**src/rtl/ifsyu_pkg.sv**
```systemverilog
`timescale 1ns / 1ps
// Shared types and constants for the IMU frame sync and yaw unwrap block.
// No dependencies; used by every module in rtl/ except ifsyu_checker.
package ifsyu_pkg;

    // Frame geometry
    localparam int unsigned FRAME_LEN = 11;
    localparam int unsigned SUM_LEN   = FRAME_LEN - 1;

    typedef logic [7:0]  t_byte;
    typedef logic [3:0]  t_fill;
    typedef logic [15:0] t_yaw;
    typedef logic signed [15:0] t_turns;

    // Configuration register indexes
    typedef logic [0:0] t_cfg_idx;
    localparam t_cfg_idx CFG_SYNC_BYTE  = 1'b0;
    localparam t_cfg_idx CFG_ANGLE_TYPE = 1'b1;

    // Register reset values
    localparam t_byte SYNC_BYTE_RST  = 8'h55;
    localparam t_byte ANGLE_TYPE_RST = 8'h53;

    // Unwrap thresholds: 90 and 270 degrees in raw units of 180/32768 deg
    localparam t_yaw YAW_LOW_LIM  = 16'd16384;
    localparam t_yaw YAW_HIGH_LIM = 16'd49152;

    localparam t_turns TURNS_MAX = 16'sh7FFF;
    localparam t_turns TURNS_MIN = 16'sh8000;

    // Control state
    typedef enum logic [1:0] {
        ST_FILL = 2'b01,
        ST_EVAL = 2'b10
    } t_state;

    // Per-cell control: load the incoming word, or take the upper neighbor's byte
    typedef struct packed {
        logic load;
        logic shift;
    } t_cell_ctrl;

endpackage

```
**src/rtl/ifsyu_cell.sv**
```systemverilog
`timescale 1ns / 1ps
// One byte cell of the frame buffer chain.
// Depends on ifsyu_pkg (t_byte, t_cell_ctrl).
module ifsyu_cell (
    input  logic                   i_clk,
    input  ifsyu_pkg::t_cell_ctrl  i_ctrl,
    input  ifsyu_pkg::t_byte       i_load_byte,
    input  ifsyu_pkg::t_byte       i_next_byte,
    output ifsyu_pkg::t_byte       o_byte
);

    ifsyu_pkg::t_byte r_byte;
    ifsyu_pkg::t_byte n_byte;

    // shift toward cell 0 during realignment, else load when addressed
    always_comb begin
        n_byte = r_byte;
        if (i_ctrl.shift) begin
            n_byte = i_next_byte;
        end else if (i_ctrl.load) begin
            n_byte = i_load_byte;
        end
    end

    always_ff @(posedge i_clk) begin
        r_byte <= n_byte;
    end

    assign o_byte = r_byte;

endmodule

```
**src/rtl/ifsyu_unwrap.sv**
```systemverilog
`timescale 1ns / 1ps
// Yaw unwrap (turn counter with saturation) and the result output register.
// Depends on ifsyu_pkg.
module ifsyu_unwrap (
    input  logic                  i_clk,
    input  logic                  i_rst_n,
    input  logic                  i_fire,
    input  ifsyu_pkg::t_yaw       i_raw,
    output logic                  o_slot_free,
    output logic                  o_out_valid,
    input  logic                  i_out_ready,
    output logic [15:0]           o_out_yaw_raw,
    output logic signed [15:0]    o_out_turn_count,
    output logic signed [31:0]    o_out_yaw_total
);

    ifsyu_pkg::t_yaw   r_prev;
    ifsyu_pkg::t_turns r_turns;
    ifsyu_pkg::t_turns n_turns;
    logic              r_valid;
    ifsyu_pkg::t_yaw   r_raw;
    ifsyu_pkg::t_turns r_turn_out;
    logic              dec;
    logic              inc;

    // wrap detection across the 0/360 boundary
    assign dec = (r_prev < ifsyu_pkg::YAW_LOW_LIM) && (i_raw > ifsyu_pkg::YAW_HIGH_LIM);
    assign inc = (r_prev > ifsyu_pkg::YAW_HIGH_LIM) && (i_raw < ifsyu_pkg::YAW_LOW_LIM);

    always_comb begin
        n_turns = r_turns;
        if (dec) begin
            if (r_turns != ifsyu_pkg::TURNS_MIN) begin
                n_turns = r_turns - 16'sd1;
            end
        end else if (inc) begin
            if (r_turns != ifsyu_pkg::TURNS_MAX) begin
                n_turns = r_turns + 16'sd1;
            end
        end
    end

    // unwrap state
    always_ff @(posedge i_clk) begin
        if (!i_rst_n) begin
            r_prev  <= '0;
            r_turns <= '0;
        end else if (i_fire) begin
            r_prev  <= i_raw;
            r_turns <= n_turns;
        end
    end

    // output register
    always_ff @(posedge i_clk) begin
        if (!i_rst_n) begin
            r_valid <= 1'b0;
        end else if (i_fire) begin
            r_valid <= 1'b1;
        end else if (i_out_ready) begin
            r_valid <= 1'b0;
        end
    end

    always_ff @(posedge i_clk) begin
        if (i_fire) begin
            r_raw      <= i_raw;
            r_turn_out <= n_turns;
        end
    end

    assign o_slot_free      = !r_valid || i_out_ready;
    assign o_out_valid      = r_valid;
    assign o_out_yaw_raw    = r_raw;
    assign o_out_turn_count = r_turn_out;
    assign o_out_yaw_total  = {r_turn_out, r_raw};

endmodule

```
**src/rtl/imu_frame_sync_yaw_unwrap_core.sv**
```systemverilog
`timescale 1ns / 1ps
// Top level: serial IMU frame synchronizer with yaw unwrap.
// Depends on ifsyu_pkg, ifsyu_cell, ifsyu_unwrap.
//
// Usage
//   Input channel (i_in_valid / o_in_ready / i_rx_byte) takes one received byte
//   per word. Bytes fill an 11-cell buffer chain at one word per cycle while
//   o_in_ready is high; the 11th byte starts an evaluation during which it is low:
//     - aligned frame (sync at cell 0, or locked): accepted, or dropped if bad
//     - lock lost on a bad checksum: lock cleared, then evaluated unlocked
//     - realignment: the chain shifts one byte toward cell 0 per cycle until
//       the sync byte reaches cell 0 or the buffer empties
//   Output channel (o_out_valid / i_out_ready) carries one result per good
//   angle frame, registered: it appears the cycle after evaluation ends.
//   A waiting result does not stop byte intake; only an evaluation that has a
//   new result to emit waits while the output register is still occupied.
//   Reset (i_rst_n low, synchronous) empties the buffer, clears lock, turn
//   count and previous yaw, and restores sync byte 0x55 and angle type 0x53.
//   Configuration writes (i_cfg_we) take effect at the clock edge.
module imu_frame_sync_yaw_unwrap_core (
    input  logic                 i_clk,
    input  logic                 i_rst_n,
    input  logic                 i_in_valid,
    output logic                 o_in_ready,
    input  logic [7:0]           i_rx_byte,
    output logic                 o_out_valid,
    input  logic                 i_out_ready,
    output logic [15:0]          o_out_yaw_raw,
    output logic signed [15:0]   o_out_turn_count,
    output logic signed [31:0]   o_out_yaw_total,
    input  logic                 i_cfg_we,
    input  logic [0:0]           i_cfg_index,
    input  logic [7:0]           i_cfg_data
);

    ifsyu_pkg::t_state     r_state;
    ifsyu_pkg::t_state     n_state;
    ifsyu_pkg::t_fill      r_fill;
    ifsyu_pkg::t_fill      n_fill;
    ifsyu_pkg::t_byte      r_sum;
    ifsyu_pkg::t_byte      n_sum;
    logic                  r_locked;
    logic                  n_locked;
    ifsyu_pkg::t_byte      r_sync_byte;
    ifsyu_pkg::t_byte      r_angle_type;

    ifsyu_pkg::t_byte      cell_q [ifsyu_pkg::FRAME_LEN];
    ifsyu_pkg::t_cell_ctrl cell_ctrl [ifsyu_pkg::FRAME_LEN];

    logic in_fire;
    logic shift_en;
    logic full;
    logic sum_ok;
    logic sync0;
    logic is_angle;
    logic frame_good;
    logic slot_free;
    logic accept_go;
    logic emit;

    // configuration registers
    always_ff @(posedge i_clk) begin
        if (!i_rst_n) begin
            r_sync_byte  <= ifsyu_pkg::SYNC_BYTE_RST;
            r_angle_type <= ifsyu_pkg::ANGLE_TYPE_RST;
        end else if (i_cfg_we) begin
            case (i_cfg_index)
                ifsyu_pkg::CFG_SYNC_BYTE:  r_sync_byte  <= i_cfg_data;
                ifsyu_pkg::CFG_ANGLE_TYPE: r_angle_type <= i_cfg_data;
                default: ;
            endcase
        end
    end

    assign o_in_ready = (r_state == ifsyu_pkg::ST_FILL);
    assign in_fire    = i_in_valid && o_in_ready;

    // buffer cell chain
    for (genvar gi = 0; gi < ifsyu_pkg::FRAME_LEN; gi++) begin : g_cell
        ifsyu_pkg::t_byte next_byte;
        if (gi == ifsyu_pkg::FRAME_LEN - 1) begin : g_last
            assign next_byte = '0;
        end else begin : g_mid
            assign next_byte = cell_q[gi + 1];
        end
        assign cell_ctrl[gi].load  = in_fire && (r_fill == 4'(gi));
        assign cell_ctrl[gi].shift = shift_en;
        ifsyu_cell u_cell (
            .i_clk       (i_clk),
            .i_ctrl      (cell_ctrl[gi]),
            .i_load_byte (i_rx_byte),
            .i_next_byte (next_byte),
            .o_byte      (cell_q[gi])
        );
    end

    // frame checks; r_sum tracks the wrapping sum of cells 0..9 as filled
    assign full       = (r_fill == 4'(ifsyu_pkg::FRAME_LEN));
    assign sum_ok     = (r_sum == cell_q[ifsyu_pkg::FRAME_LEN - 1]);
    assign sync0      = (cell_q[0] == r_sync_byte);
    assign is_angle   = (cell_q[1] == r_angle_type);
    assign frame_good = full && sum_ok && (r_locked || sync0);
    assign accept_go  = (r_state == ifsyu_pkg::ST_EVAL) && frame_good
                        && (!is_angle || slot_free);
    assign emit       = accept_go && is_angle;

    // control: fill, then evaluate / realign
    always_comb begin
        n_state  = r_state;
        n_fill   = r_fill;
        n_sum    = r_sum;
        n_locked = r_locked;
        shift_en = 1'b0;
        case (r_state)
            ifsyu_pkg::ST_FILL: begin
                if (in_fire) begin
                    n_fill = r_fill + 4'd1;
                    if (r_fill < 4'(ifsyu_pkg::SUM_LEN)) begin
                        n_sum = r_sum + i_rx_byte;
                    end
                    if (r_fill == 4'(ifsyu_pkg::SUM_LEN)) begin
                        n_state = ifsyu_pkg::ST_EVAL;
                    end
                end
            end
            ifsyu_pkg::ST_EVAL: begin
                if (full && r_locked && !sum_ok) begin
                    // lock lost: same buffer again, unlocked
                    n_locked = 1'b0;
                end else if (frame_good) begin
                    if (accept_go) begin
                        n_locked = 1'b1;
                        n_fill   = '0;
                        n_sum    = '0;
                        n_state  = ifsyu_pkg::ST_FILL;
                    end
                end else if (sync0) begin
                    // aligned: bad frame dropped when full, else keep tail
                    if (full) begin
                        n_fill = '0;
                        n_sum  = '0;
                    end
                    n_state = ifsyu_pkg::ST_FILL;
                end else begin
                    // realign by one byte
                    shift_en = 1'b1;
                    n_fill   = r_fill - 4'd1;
                    n_sum    = r_sum - cell_q[0]
                               + (full ? cell_q[ifsyu_pkg::FRAME_LEN - 1] : 8'd0);
                    if (r_fill == 4'd1) begin
                        n_state = ifsyu_pkg::ST_FILL;
                    end
                end
            end
            default: begin
                n_state = ifsyu_pkg::ST_FILL;
            end
        endcase
    end

    always_ff @(posedge i_clk) begin
        if (!i_rst_n) begin
            r_state  <= ifsyu_pkg::ST_FILL;
            r_fill   <= '0;
            r_sum    <= '0;
            r_locked <= 1'b0;
        end else begin
            r_state  <= n_state;
            r_fill   <= n_fill;
            r_sum    <= n_sum;
            r_locked <= n_locked;
        end
    end

    // yaw unwrap and result register
    ifsyu_unwrap u_unwrap (
        .i_clk            (i_clk),
        .i_rst_n          (i_rst_n),
        .i_fire           (emit),
        .i_raw            ({cell_q[7], cell_q[6]}),
        .o_slot_free      (slot_free),
        .o_out_valid      (o_out_valid),
        .i_out_ready      (i_out_ready),
        .o_out_yaw_raw    (o_out_yaw_raw),
        .o_out_turn_count (o_out_turn_count),
        .o_out_yaw_total  (o_out_yaw_total)
    );

endmodule

```
**config.mk**
```make
export PLATFORM = sky130hd
export DESIGN_NAME = imu_frame_sync_yaw_unwrap_core
export DESIGN_NICKNAME = d
export VERILOG_FILES = /design/src/rtl/ifsyu_pkg.sv /design/src/rtl/ifsyu_cell.sv /design/src/rtl/ifsyu_unwrap.sv /design/src/rtl/imu_frame_sync_yaw_unwrap_core.sv
export SDC_FILE = /design/constraint.sdc
export NUM_CORES = 1
export LEC_CHECK = 0
export BUFFER_PORTS_ARGS = -buffer_cell sky130_fd_sc_hd__buf_2
export CAP_MARGIN = 10
export CORE_UTILIZATION = 40
export DETAILED_ROUTE_END_ITERATION = 16
export PLACE_DENSITY = 0.58
export SYNTH_ARGS = -nofsm -noshare
export SYNTH_HDL_FRONTEND = slang
export SYNTH_SLANG_ARGS = --single-unit
```
**constraint.sdc**
```tcl
create_clock -name i_clk -period 4.8 [get_ports i_clk]
set_input_delay 0 -clock i_clk [delete_from_list [all_inputs] [get_ports i_clk]]
set_output_delay 0 -clock i_clk [all_outputs]
set_load 0.02 [all_outputs]
```
==> results.cfg <==
[synthesis]
synth_top_area_share_pct = 35.42
syn_area_sq_um = 9495
synth_warnings = 0
async_flop_share_pct = 0
synth_area_leaders = edfxtp_1, dfxtp_1, a21o_1
avgSynthCellArea_sq_um = 10.56
yosysTopAreaCell = edfxtp_1
synth_cell_types = 79
synth_nets = 953
yosysSeqAreaShare_pct = 50.60
syn_inst = 899
synth_edf_count = 112
synth_seq_cells = 184
synth-main-ff-cell = edfxtp_1

[cts]
cts_tree = yes
path_clk_slew_ps = 70
ctsHtreeMaxLevel = 4
cts_buffers = 17
clock_latency_ps = 430
cts_buffer_depth = 2
postCtsSetupBuffers = 0
cts_root_buf = clkbuf_16
cts_sinks = 184

[sta]
setup_viol = 0
final-max-slew-violation-count = 0
rsz0062_at_grt = no
fin_worst_skew_ps = 12.33
setup_tns_ps = 0
period_share_pct = 74.13
slew_headroom_pct = 30.52
hold_viol_final = 0
holdWs_ps = 53.75
post-route-min-period_ps = 3558
tightest_slew_ps = 1040
fmax_ghz = 0.2810

[global_routing]
antenna_found_initial = 0
grtUsageTotal_pct = 18.64
grt_max_degree = 48
grt_pass1_wl_mm = 34.71
first_global_vias = 6315
grt_overflow = 0

[placement]
place_congestion = 0.8274
io_buffers = 87
hpwl_mm = 15.02
place_area_sq_um = 9856

[setup_path]
crit_type = reg -> reg
end_kind = flip-flop
critical_path_required_ps = 5110
crit_arrival_ps = 3870
crit_path_start_kind = flip-flop
crit_path_max_fanout = 12

[floorplan]
die_height_um = 156.1
die_x_um = 156.1
initial_utilization_pct = 40.57
core-area_sq_um = 23400
die-area_sq_um = 24360
pin_count = 88
rows = 56

[finish]
antenna_cells = 0
final_cell_mix = edfxtp_1, nand2_1, a21o_1
drive_gt1_share_pct = 15.45
area_growth_pct = 12.11
final_area_sq_um = 10650
fillerInstances = 2250
layout_commonest_cell = edfxtp_1
nets = 999

[detailed_routing]
drtPass1Iterations = 4
wirelength_mm = 21.72
drc = 0
via_count = 6578
viasPerCell = 5.151
detail-route-antenna-nets = 0
first_iter_violations = 374
wl_per_cell_um = 17.01

[pwr]
ir_drop_v = 0.0002044
powerDensity_nw_per_um2 = 418.8
p_leak_nw = 4.495

[min_path]
hp-class = in -> reg

[run]
cap_violations = 0

[status]
outcome = completed
==> stage by stage <==
step,power [mW],setup WS (ps),cells,utilization (%)
6_report,4.458,1242,1277,45.49
5_1_grt,4.703,956.9,1277,45.49
4_1_cts,4.504,1268,1277,45.49
3_5_place_dp,3.128,1262,1222,42.11
3_3_place_gp,3.121,1380,1222,42.11
2_1_floorplan,2.867,1611,899,-
==> final cells by class <==
class	instances	area, sq um	area share [%]
clock buffers	19	432.9	4.067
inverters	35	131.4	1.234
well taps	319	399.1	3.749
clock inverters	13	126.4	1.187
multi-input cells	592	4048	38.02
repair buffers	115	703.2	6.606
flip-flops and latches	184	4805	45.13
==> logic make-up (layout without fill, tap and decap cells) <==
kind of cell / after synthesis / count (layout) / synth area share, %
muxes: 10 / 10 / 1.067
AOI/OAI and AO/OA: 231 / 231 / 17.51
and+or+nand+nor: 259 / 259 / 13.60
DFF: 184 / 184 / 50.60
adders and majority gates: 32 / 32 / 4.849
xor gates and xnor gates: 60 / 60 / 5.534
buffers and inverters: 123 / 182 / 6.839
==> power breakdown <==
part | switching (mW) | leakage, nW | internal [mW]
registers | 0.129 | 1.60 | 1.86
clock network | 0.660 | 0.274 | 0.690
logic | 0.657 | 2.62 | 0.460
total | 1.45 | 4.49 | 3.01
==> cells in the mapped netlist (5+ instances only) <==
cell / instances
and2_1: 7
nand2b_1: 5
clkbuf_1: 17
a21o_1: 88
nor2_1: 48
o32ai_1: 5
nand4_1: 7
edfxtp_1: 112
inv_1: 34
nand2_1: 102
a21oi_1: 49
nand3_1: 21
xnor2_1: 17
xor2_1: 43
mux2i_1: 9
fa_1: 8
buf_4: 35
buf_1: 6
o21ai_0: 16
buf_2: 27
nor4_1: 15
nor2b_1: 11
a22oi_1: 5
ha_1: 24
or3_1: 7
nor3_1: 11
dfxtp_1: 72
o21ai_1: 5
a211oi_1: 7
==> sequential cells by signal, summed over array words and instances, names as in the netlist, 8 cells and up <==
signal	cells
r_angle_type	8
u_unwrap.o_out_turn_count	16
u_unwrap.r_prev	16
u_unwrap.o_out_yaw_raw	16
g_cell.u_cell.o_byte	88
r_sync_byte	8
r_sum	8
u_unwrap.r_turns	16
==> critical path: stages, from the launching register on <==
cell and delay [ps]:
dfxtp_1 430, ha_1 330, and3b_1 450, nand2_1 150, fa_1 510, inv_1 70
ha_1 290, a21oi_1 170, o21ai_0 160, a2111oi_0 380, nor3_1 120, xnor2_1 140
a32oi_1 150, a21oi_1 80
==> worst paths after layout <==
path | from | cells after the start | endpoint | slack (ps)
max | r_fill[1] | 13 | r_sum[7] | 1240
min | i_cfg_we | 4 | r_angle_type[5] | 50
max reg2reg | r_fill[1] | 13 | r_sum[7] | 1240
min reg2reg | u_unwrap.r_prev[0] | 2 | u_unwrap.r_prev[0] | 450
==> what timing repair did <==
action                                 CTS  global route
gates resized for setup                  0             0
hold buffers                            23             0
endpoints found under the hold margin   24             0
==> per-layer routing <==
layer	share of wire, %	up-vias	global-route usage, %
met3	3.3	20	3.333
met5	0	-	0
met4	1.1	0	5.182
met1	47	3139	24.69
met2	48	134	31.12
li1	-	3285	-
Power figures use the tool's default switching activity.
